===== src/rtl/assert_macros.svh =====
// Assertion helpers for the RTL. Each macro takes a label, a trigger
// and a consequence, and samples on clk with rst_n as the disable.
`ifndef ASSERT_MACROS_SVH
`define ASSERT_MACROS_SVH

`ifndef SYNTHESIS

`define ZTD_ASSERT_IMP(lbl, trig, cons) \
  lbl: assert property (@(posedge clk) disable iff (!rst_n) (trig) |-> (cons)) \
    else $error("assertion failed: same-cycle implication");

`define ZTD_ASSERT_NXT(lbl, trig, cons) \
  lbl: assert property (@(posedge clk) disable iff (!rst_n) (trig) |=> (cons)) \
    else $error("assertion failed: next-cycle implication");

`else

`define ZTD_ASSERT_IMP(lbl, trig, cons)

`define ZTD_ASSERT_NXT(lbl, trig, cons)

`endif

`endif


===== src/rtl/ztd_pkg.sv =====
package ztd_pkg;

  typedef enum logic [2:0] {
    ST_IDLE,
    ST_CHECK,
    ST_DIV,
    ST_TEST,
    ST_DONE
  } ztd_state_t;

  // Commands from the controller to the datapath.
  typedef struct packed {
    logic load;
    logic trial_start;
    logic div_step;
    logic next_trial;
    logic out_load;
    logic out_bit;
  } ztd_cmd_t;

  // Status from the datapath back to the controller.
  typedef struct packed {
    logic m_small;
    logic m_even;
    logic bound_over;
    logic div_last;
    logic rem_zero;
    logic out_free;
  } ztd_sts_t;

endpackage


===== src/rtl/ztd_if.sv =====
interface ztd_in_if #(parameter int VALUE_WIDTH = 32);
  logic                   valid;
  logic                   ready;
  logic [VALUE_WIDTH-1:0] n_value;

  modport source (output valid, output n_value, input ready);
  modport sink   (input valid, input n_value, output ready);
endinterface

interface ztd_out_if;
  logic valid;
  logic ready;
  logic two_found;

  modport source (output valid, output two_found, input ready);
  modport sink   (input valid, input two_found, output ready);
endinterface


===== src/rtl/ztd_ctrl.sv =====
module ztd_ctrl (
  input  logic            clk,
  input  logic            rst_n,
  input  logic            in_valid,
  output logic            in_ready,
  input  ztd_pkg::ztd_sts_t sts,
  output ztd_pkg::ztd_cmd_t cmd
);
  import ztd_pkg::*;

  ztd_state_t state_r, state_nxt;
  logic       found_r, found_nxt;

  always_ff @(posedge clk) begin
    if (!rst_n) begin
      state_r <= ST_IDLE;
      found_r <= 1'b0;
    end else begin
      state_r <= state_nxt;
      found_r <= found_nxt;
    end
  end

  always_comb begin
    state_nxt = state_r;
    found_nxt = found_r;
    cmd       = '0;
    cmd.out_bit = found_r;
    in_ready  = 1'b0;
    unique case (state_r)
      ST_IDLE: begin
        in_ready = 1'b1;
        if (in_valid) begin
          cmd.load  = 1'b1;
          state_nxt = ST_CHECK;
        end
      end
      ST_CHECK: begin
        // Small and even successors are settled without a trial.
        if (sts.m_small) begin
          found_nxt = 1'b0;
          state_nxt = ST_DONE;
        end else if (sts.m_even) begin
          found_nxt = 1'b1;
          state_nxt = ST_DONE;
        end else if (sts.bound_over) begin
          found_nxt = 1'b0;
          state_nxt = ST_DONE;
        end else begin
          cmd.trial_start = 1'b1;
          state_nxt       = ST_DIV;
        end
      end
      ST_DIV: begin
        cmd.div_step = 1'b1;
        if (sts.div_last) begin
          state_nxt = ST_TEST;
        end
      end
      ST_TEST: begin
        if (sts.rem_zero) begin
          found_nxt = 1'b1;
          state_nxt = ST_DONE;
        end else begin
          cmd.next_trial = 1'b1;
          state_nxt      = ST_CHECK;
        end
      end
      ST_DONE: begin
        if (sts.out_free) begin
          cmd.out_load = 1'b1;
          state_nxt    = ST_IDLE;
        end
      end
      default: begin
        state_nxt = ST_IDLE;
      end
    endcase
  end

endmodule


===== src/rtl/ztd_dp.sv =====
module ztd_dp #(
  parameter int VALUE_WIDTH = 32
) (
  input  logic                   clk,
  input  logic                   rst_n,
  input  logic [VALUE_WIDTH-1:0] n_value,
  input  logic                   out_ready,
  input  ztd_pkg::ztd_cmd_t      cmd,
  output ztd_pkg::ztd_sts_t      sts,
  output logic                   out_valid,
  output logic                   out_bit
);
  import ztd_pkg::*;

  // The successor needs one more bit than n; trial divisors never pass
  // its square root, so about half that width holds them.
  localparam int MW = VALUE_WIDTH + 1;
  localparam int DW = (MW + 1) / 2 + 1;
  localparam int SW = 2 * DW;
  localparam int CW = $clog2(MW);

  logic [MW-1:0] m_r, m_nxt;
  logic [MW-1:0] sh_r, sh_nxt;
  logic [DW-1:0] d_r, d_nxt;
  logic [SW-1:0] sq_r, sq_nxt;
  logic [DW-1:0] rem_r, rem_nxt;
  logic [CW-1:0] cnt_r, cnt_nxt;
  logic          out_valid_r, out_valid_nxt;
  logic          out_bit_r, out_bit_nxt;
  logic [DW:0]   rem_sh;

  always_ff @(posedge clk) begin
    if (!rst_n) begin
      out_valid_r <= 1'b0;
    end else begin
      out_valid_r <= out_valid_nxt;
    end
  end

  always_ff @(posedge clk) begin
    m_r       <= m_nxt;
    sh_r      <= sh_nxt;
    d_r       <= d_nxt;
    sq_r      <= sq_nxt;
    rem_r     <= rem_nxt;
    cnt_r     <= cnt_nxt;
    out_bit_r <= out_bit_nxt;
  end

  assign rem_sh = {rem_r, sh_r[MW-1]};

  always_comb begin
    m_nxt   = m_r;
    sh_nxt  = sh_r;
    d_nxt   = d_r;
    sq_nxt  = sq_r;
    rem_nxt = rem_r;
    cnt_nxt = cnt_r;
    if (cmd.load) begin
      m_nxt  = MW'(n_value) + MW'(1);
      d_nxt  = DW'(3);
      sq_nxt = SW'(9);
    end
    if (cmd.trial_start) begin
      sh_nxt  = m_r;
      rem_nxt = '0;
      cnt_nxt = CW'(MW - 1);
    end
    // One restoring step: bring in the next bit of m, subtract if it fits.
    if (cmd.div_step) begin
      sh_nxt  = {sh_r[MW-2:0], 1'b0};
      cnt_nxt = cnt_r - CW'(1);
      if (rem_sh >= {1'b0, d_r}) begin
        rem_nxt = DW'(rem_sh - {1'b0, d_r});
      end else begin
        rem_nxt = DW'(rem_sh);
      end
    end
    // (d+2)^2 = d^2 + 4d + 4 keeps the bound check free of a multiplier.
    if (cmd.next_trial) begin
      d_nxt  = d_r + DW'(2);
      sq_nxt = sq_r + SW'({d_r, 2'b00}) + SW'(4);
    end
  end

  always_comb begin
    out_valid_nxt = out_valid_r;
    out_bit_nxt   = out_bit_r;
    if (cmd.out_load) begin
      out_valid_nxt = 1'b1;
      out_bit_nxt   = cmd.out_bit;
    end else if (out_ready) begin
      out_valid_nxt = 1'b0;
    end
  end

  always_comb begin
    sts.m_small    = (m_r < MW'(4));
    sts.m_even     = ~m_r[0];
    sts.bound_over = (sq_r > SW'(m_r));
    sts.div_last   = (cnt_r == '0);
    sts.rem_zero   = (rem_r == '0);
    sts.out_free   = ~out_valid_r | out_ready;
  end

  assign out_valid = out_valid_r;
  assign out_bit   = out_bit_r;

endmodule


===== src/rtl/zone_two_trial_divisor_search.sv =====
// Successor compositeness check. Each beat on in_ch carries n_value; the
// block answers with one beat on out_ch whose two_found is set when n+1 is
// composite and clear when n+1 is prime or below 4.
// Both channels use valid/ready; a beat moves when both are high.
// The accept cycle loads n+1 and a bound check follows; small and even
// successors then go to the done state, which writes the result register
// behind out_ch.valid. Odd ones run the odd trial divisors from 3 up while
// d*d <= n+1; each trial is a bound check, a radix-2 restoring remainder
// over the VALUE_WIDTH+1 bits of n+1 and a zero test. The search stops at
// the first divisor found. The sequential remainder unit sets the run
// time; at worst, for a prime n+1, about sqrt(n+1)/2 trials are run.
// One item is in flight at a time: in_ch.ready is high only while idle.
// The result sits in an output register, so a new item is accepted while
// the previous result still waits; a stalled receiver holds the block only
// when the next result is ready and the register is still full.
// A synchronous active-low reset returns the block to idle and drops
// out_ch.valid; no item survives it.
module zone_two_trial_divisor_search #(
  parameter int VALUE_WIDTH = 32
) (
  input  logic      clk,
  input  logic      rst_n,
  ztd_in_if.sink    in_ch,
  ztd_out_if.source out_ch
);
  import ztd_pkg::*;

  ztd_cmd_t cmd;
  ztd_sts_t sts;
  logic     in_ready;

  ztd_ctrl u_ctrl (
    .clk      (clk),
    .rst_n    (rst_n),
    .in_valid (in_ch.valid),
    .in_ready (in_ready),
    .sts      (sts),
    .cmd      (cmd)
  );

  ztd_dp #(
    .VALUE_WIDTH (VALUE_WIDTH)
  ) u_dp (
    .clk       (clk),
    .rst_n     (rst_n),
    .n_value   (in_ch.n_value),
    .out_ready (out_ch.ready),
    .cmd       (cmd),
    .sts       (sts),
    .out_valid (out_ch.valid),
    .out_bit   (out_ch.two_found)
  );

  assign in_ch.ready = in_ready;

`include "assert_macros.svh"

  `ZTD_ASSERT_NXT(a_busy_after_load, cmd.load, !in_ready)
  `ZTD_ASSERT_IMP(a_no_result_overwrite, cmd.out_load, sts.out_free)
  `ZTD_ASSERT_IMP(a_trial_odd_only, cmd.trial_start, !sts.m_small && !sts.m_even)

endmodule


===== src/flat_wrapper.sv =====
// flat-port wrapper written by rule: the top's interface ports become plain ports
module zone_two_trial_divisor_search_flat import ztd_pkg::*;
#(
  parameter int VALUE_WIDTH = 32
)
  (clk, rst_n, in_ch_valid, in_ch_n_value, in_ch_ready, out_ch_valid, out_ch_two_found, out_ch_ready);
  ztd_in_if #(.VALUE_WIDTH(VALUE_WIDTH)) in_ch_i ();
  ztd_out_if out_ch_i ();
  input  logic clk;
  input  logic rst_n;
  input wire logic [$bits(in_ch_i.valid)-1:0] in_ch_valid;
  input wire logic [$bits(in_ch_i.n_value)-1:0] in_ch_n_value;
  output wire logic [$bits(in_ch_i.ready)-1:0] in_ch_ready;
  output wire logic [$bits(out_ch_i.valid)-1:0] out_ch_valid;
  output wire logic [$bits(out_ch_i.two_found)-1:0] out_ch_two_found;
  input wire logic [$bits(out_ch_i.ready)-1:0] out_ch_ready;
  assign in_ch_i.valid = in_ch_valid;
  assign in_ch_i.n_value = in_ch_n_value;
  assign in_ch_ready = in_ch_i.ready;
  assign out_ch_valid = out_ch_i.valid;
  assign out_ch_two_found = out_ch_i.two_found;
  assign out_ch_i.ready = out_ch_ready;
  zone_two_trial_divisor_search #(.VALUE_WIDTH(VALUE_WIDTH)) u_core (.clk(clk), .rst_n(rst_n), .in_ch(in_ch_i), .out_ch(out_ch_i));
endmodule

===== config.mk =====
export PLATFORM = sky130hd
export DESIGN_NAME = zone_two_trial_divisor_search_flat
export DESIGN_NICKNAME = d
export VERILOG_FILES = /design/src/rtl/ztd_pkg.sv /design/src/rtl/ztd_if.sv /design/src/rtl/ztd_ctrl.sv /design/src/rtl/ztd_dp.sv /design/src/rtl/zone_two_trial_divisor_search.sv /design/src/flat_wrapper.sv
export VERILOG_INCLUDE_DIRS = /design/src /design/src/rtl
export SDC_FILE = /design/constraint.sdc
export NUM_CORES = 1
export LEC_CHECK = 0
export ABC_AREA = 1
export ABC_CLOCK_PERIOD_IN_PS = 7500
export BUFFER_PORTS_ARGS = -buffer_cell sky130_fd_sc_hd__buf_2
export CAP_MARGIN = 20
export CORE_MARGIN = 1
export CORE_UTILIZATION = 45
export CTS_BUF_LIST = sky130_fd_sc_hd__clkbuf_4 sky130_fd_sc_hd__clkbuf_8
export DETAILED_ROUTE_END_ITERATION = 8
export PLACE_DENSITY_LB_ADDON = 0.15
export SETUP_SLACK_MARGIN = 0.1
export SYNTH_ARGS = -nofsm -noshare
export SYNTH_HDL_FRONTEND = slang
export SYNTH_SLANG_ARGS = --single-unit

===== constraint.sdc =====
create_clock -name clk -period 7.5 [get_ports clk]
set_clock_uncertainty 0.2 [all_clocks]
set_input_delay 1.5 -clock clk [delete_from_list [all_inputs] [get_ports clk]]
set_output_delay 1.5 -clock clk [all_outputs]
set_load 0.01 [all_outputs]

* After elaboration in Yosys (flattened, before gate mapping)
Index checks and enable logic that the tools add are counted.
** Operators by class
- Equality and inequality tests :: 9
- Reduce and logical (&&, ||, !) cells :: 9
- Magnitude comparators :: 3
- Add/sub/neg operators :: 6
- Bitwise gates (word level) :: 2
- Multiplexer cells :: 38
** Operators with widths (number)
- $mux W18 :: 5
- $mux W36 :: 2
- $mux W33 :: 2
- $add A36 B20 Y36 :: 1
- $add A36 B3 Y36 const B :: 1
- $gt A36 B33 Y1 :: 1
- $add A32 B1 Y33 const B :: 1
- $lt A33 B3 Y1 const B :: 1
- $mux W3 :: 7
- $ge A19 B18 Y1 :: 1
- $add A18 B2 Y18 const B :: 1
- $logic_not A18 Y1 :: 1
- $mux W1 :: 18
- $sub A18 B18 Y18 :: 1
- $pmux W3 S5 :: 1
- $mux W6 :: 2
- $reduce_bool A2 Y1 :: 4
- $eq A3 B2 Y1 const B :: 2
- $logic_not A6 Y1 :: 1
- $ne A2 B1 Y1 const B :: 3
- $reduce_and A3 Y1 :: 2
- $sub A6 B1 Y6 const B :: 1
- $ne A4 B2 Y1 const B :: 1
- $eq A3 B1 Y1 const B :: 1
- 6 further kinds :: 6
** Storage, ports and cells
- Bits in registers :: 150

* Longest topological paths before layout
- Word-level depth :: 7
- Depth in mapped cells :: 18
- Mapped depth without buffers :: 17

* By module
From an unflattened synthesis, not the netlist that was laid out.
** Unflattened totals
- Cells, all modules :: 1401
- Area, all modules :: 10744.1 µm²
** By module, submodules not included
- ztd_dp :: cells each 1352, times used 1, area an instance 10448.8 µm², seq. area each 4244.1 µm²
- ztd_ctrl :: cells each 49, times used 1, area an instance 295.3 µm², seq. area each 80.1 µm²

* Least setup slack after synthesis
No wires, ideal clock.
- Kind :: input port to flip-flop
- Start point :: input in_ch_valid
- End point :: register u_core.u_dp.d_r[10] (enable)
- Path slack :: 1.697 ns
- Cell stages on the path :: 2
- Arrival time :: 5.077 ns
- Library setup time :: 0.527 ns
- Required time :: 6.773 ns
- Cells stage by stage :: inv_1 o21ai_0
** On the way
- Cells in the longest elaborated chain, start to end :: 3
** Ends and longest elaborated chain
- start: declaration :: RTL line flat_wrapper.sv:11 : input wire logic [$bits(in_ch_i.valid)-1:0] in_ch_valid;
- $mux W1 :: RTL line ztd_ctrl.sv:33 : if (in_valid) begin
- $mux W1 :: RTL line ztd_ctrl.sv:30 : unique case (state_r)
- $reduce_bool A2 Y1 (no line)
- end signal: assignment :: RTL line ztd_dp.sv:43 : d_r <= d_nxt;
- end: declaration :: RTL line ztd_dp.sv:24 : logic [DW-1:0] d_r, d_nxt;
No other way between the ends.
A chain may end at the register's enable or synchronous reset.

* Worst setup path after layout
- Start point :: register u_core.u_dp.d_r[11]
- End point :: register u_core.u_dp.sq_r[33], data pin
** On the way
- Cells in the longest elaborated chain, start to end :: 3
** Ends and longest elaborated chain
- $add A36 B20 Y36 :: RTL line ztd_dp.sv:82 : sq_nxt = sq_r + SW'({d_r, 2'b00}) + SW'(4);
- $add A36 B3 Y36 :: RTL line ztd_dp.sv:82
- $mux W36 :: RTL line ztd_dp.sv:80 : if (cmd.next_trial) begin
- end signal: assignment :: RTL line ztd_dp.sv:44 : sq_r <= sq_nxt;
- end: declaration :: RTL line ztd_dp.sv:25 : logic [SW-1:0] sq_r, sq_nxt;
No other way between the ends.

==> impl_metrics.tcl <==
set metrics [dict create \
    outcome "complete, no violations" \
    drcViolationCount 0 \
    netlist_top_cells_count "234 x nand2_1, 159 x inv_1, 140 x edfxtp_1" \
    grtUsageMet3_pct 3.636 \
    endpoint_kind "register" \
    drv_cap 0 \
    gr-usage-met1_pct 28.27 \
    leakagePower_nw 4.608 \
    syn_inst 1167 \
    place_ws_ns 3.981 \
    core_um2 21290 \
    ir_worst_vdd_mv 0.09761 \
    syn-num-nets 1291 \
    vias_per_cell 5.250 \
    fin_crit_ns 3.228 \
    nNetsFinal 1337 \
    clk_latency_ns 0.47 \
    grt_pass1_wl_mm 36.13 \
    num_vias 7881 \
    area_growth_syn_to_layout_pct 9.504 \
    drt_iter0_drc 482 \
    cts.path.max_buffers 2 \
    use_met2_pct 33.62 \
    drive_above_1_share_pct 9.299 \
    startpoint "u_core.u_dp.d_r[11]$_SDFFCE_PN0P_" \
    fillerInstances 2018 \
    cts_sinks 146 \
    post_dp_cell_area_um2 10440 \
    dp_hpwl_mm 16.64 \
    root_buffer "clkbuf_8" \
    synth.most_common_cell "nand2_1" \
    synth_seq_area_share_pct 43.62 \
    rows 53 \
    cts_setup_buffers 0 \
    place.gp.congestion 0.8519 \
    dr.pass1.iters 5 \
    netSwitchingFraction_pct 32.50 \
    final_cell_area_um2 10860 \
    ant_nets 0 \
    clkTransAtPathRegs_ns 0.10 \
    period_share_pct 43.04 \
    fin_setup_tns_ns 0 \
    setup_viol 0 \
    die_width_um 150.4 \
    io-pin-count 39 \
    crit_path_max_fanout 6 \
    cp.required_ns 7.49 \
    synth_largest_area_cell "edfxtp_1" \
    wl_mm 22.28 \
    globalRouteOverflowTotal 0 \
    cts_tree "built" \
    route.detailed.wl_per_inst_um 14.85 \
    final_hold_viol_count 0 \
    p_switching_w 0.0006767 \
    start_kind "register" \
    r2r-end "u_core.u_dp.sq_r[33]$_SDFFCE_PN0P_" \
    yosys.area.top_type_share_pct 42.41 \
    worst_pin_slew_ns 0.9117 \
    multi_input_area_um2 4941 \
    post_cts_resized 0 \
    cellInternalPower_w 0.001406 \
    path_class "register to register" \
    synth_cell_types 48 \
    combPwrFrac_pct 19.6 \
    dieArea_um2 22630 \
    h-tree-depth 4 \
    synth-edff-count 140 \
    rsz0062_at_grt "no" \
    p_seq_share_pct 47.9 \
    track_usage_pct 20.68 \
    top_usage_layer "met2" \
    diodes 0 \
    async_reset_ff_share_pct 0 \
    post-route-worst-setup-slack_ns 4.272 \
    cts_buffers 17 \
    power_frac_clock_pct 32.5 \
    synth-main-ff-cell "edfxtp_1" \
    final_max_slew_viol_count 0 \
    avgSynthCellArea_um2 8.495 \
    yosysWarningCount 0 \
    netlist_area_um2 9913 \
    r2r_cells 12 \
    max_slew_margin_pct 39.15 \
    grt_pass1_vias 7324 \
    fmax_mhz 309.8 \
    regToRegSetupSlack_ns 4.27 \
    initial_utilization_pct 46.57 \
    grt_max_degree 55 \
    grt_antenna_before_repair 0 \
    synth.area.top_cells "edfxtp_1 42%, ha_1 11%, nand2_1 8.9%, inv_1 6.0%, a21oi_1 5.0%" \
    arrival_ns 3.22 \
    power.density_nw_per_um2 191.8 \
    r2r_start "u_core.u_dp.d_r[11]$_SDFFCE_PN0P_" \
    power_w 0.002082 \
    cp-endpoint "u_core.u_dp.sq_r[33]$_SDFFCE_PN0P_" \
    regArea_um2 4324 \
    hold_class "register to register" \
    ctsHoldBuffers 0 \
    io_buffers 38 \
    ys_seq_elements 146 \
    fp.dieH_um 150.4 \
]
[area by class of cell]
type | count | area share (%)
clock buffer | 17 | 2.155
tap | 275 | 3.170
timing repair buffer | 43 | 2.098
sequential | 146 | 39.83
inverter | 160 | 5.533
multi-input combinational | 845 | 45.52
clock inverter | 15 | 1.694
[critical path, cell delays in order, from the launching register on]
cell      delay [ns]
edfxtp_1        0.47
ha_1            0.33
ha_1            0.38
nand2_1         0.11
inv_1           0.08
nand2_1         0.07
nor3_1          0.35
nand4_1         0.20
nand3_1         0.20
and2_1          0.25
nand2_1         0.11
xor2_1          0.15
nor2_1          0.06
[routing by layer]
| metal | vias up | share of wire, % | wire [um] |
|---|---|---|---|
| met4 | 0 | 1.2 | 266 |
| met2 | 135 | 46 | 10210 |
| met1 | 3634 | 50 | 11050 |
| met3 | 20 | 3.4 | 756 |
| met5 | - | 0 | 0 |
| li1 | 4092 | - | - |
[worst min path at each step]
| stage | start | endpoint | cells after the start | slack, ns |
|---|---|---|---|---|
| after floorplan | u_core.u_ctrl.found_r$_SDFFE_PN0P_ | u_core.u_dp.out_bit$_DFFE_PP_ | 0 | 0.21 |
| after global placement | u_core.u_ctrl.found_r$_SDFFE_PN0P_ | u_core.u_dp.out_bit$_DFFE_PP_ | 0 | 0.23 |
| after detailed placement | u_core.u_ctrl.found_r$_SDFFE_PN0P_ | u_core.u_dp.out_bit$_DFFE_PP_ | 0 | 0.22 |
| after CTS | u_core.u_ctrl.found_r$_SDFFE_PN0P_ | u_core.u_dp.out_bit$_DFFE_PP_ | 0 | 0.25 |
| after global routing | u_core.u_ctrl.found_r$_SDFFE_PN0P_ | u_core.u_dp.out_bit$_DFFE_PP_ | 0 | 0.28 |
| final | u_core.u_ctrl.found_r$_SDFFE_PN0P_ | u_core.u_dp.out_bit$_DFFE_PP_ | 0 | 0.25 |
[cells in the final DEF, fill, tap and decap left out, types with 3 or more instances in the layout]
master    instances
nand2_1         233
inv_1           159
edfxtp_1        140
nor2_1          115
a21oi_1          99
o21ai_0          86
ha_1             86
nand3_1          46
buf_2            38
xor2_1           25
nand4_1          25
nor3_1           23
xnor2_1          18
clkbuf_8         17
nor2_2            8
nor4_1            7
nand2_2           6
a31oi_1           6
o21a_1            6
inv_8             6
dfxtp_1           6
nor3_2            5
buf_4             5
nand3b_1          4
a21o_1            4
or2_2             4
o21bai_1          4
o21ai_1           4
inv_6             4
nand3_2           3
nor3_4            3
a21boi_0          3
[stage by stage]
stage | utilization (%) | hold WS [ns] | std cells
finish | 51.00 | 0.2499 | 1501
global route | 51.00 | 0.2843 | 1501
CTS | 51.00 | 0.2512 | 1501
detailed placement | 49.03 | 0.2246 | 1469
global placement | 49.03 | 0.2276 | 1469
floorplan | - | 0.2090 | 1167
[sequential cells by signal, summed over array words and instances (netlist names)]
name                   cells
u_core.u_dp.cnt_r          6
u_core.u_dp.sq_r          33
u_core.u_dp.sh_r          33
u_core.u_dp.m_r           33
u_core.u_ctrl.found_r      1
u_core.u_ctrl.state_r      3
u_core.u_dp.d_r           17
u_core.u_dp.out_valid      1
u_core.u_dp.rem_r         18
u_core.u_dp.out_bit        1
[logic make-up (layout without fill, tap and decap cells)]
logic type	after synthesis	count (layout)	share of synthesized area, %
AOI/OAI and AO/OA	220	220	11.95
buffers and inverters	176	235	6.765
xor gates and xnor gates	43	43	3.799
DFF	146	146	43.62
adders and majority gates	88	88	11.26
and+or+nand+nor	494	494	22.61
[power by group through the flow]
stage | combinational, W | clock [W] | sequential, W
3_3_place_gp | 0.000401 | 0 | 0.00102
4_1_cts | 0.000408 | 0.000686 | 0.000999
3_5_place_dp | 0.000405 | 0 | 0.00102
2_1_floorplan | 0.000298 | 0 | 0.00101
6_report | 0.000409 | 0.000676 | 0.000998
5_1_grt | 0.000467 | 0.000713 | 0.00101
No activity file was read; power rests on OpenSTA's default activity.
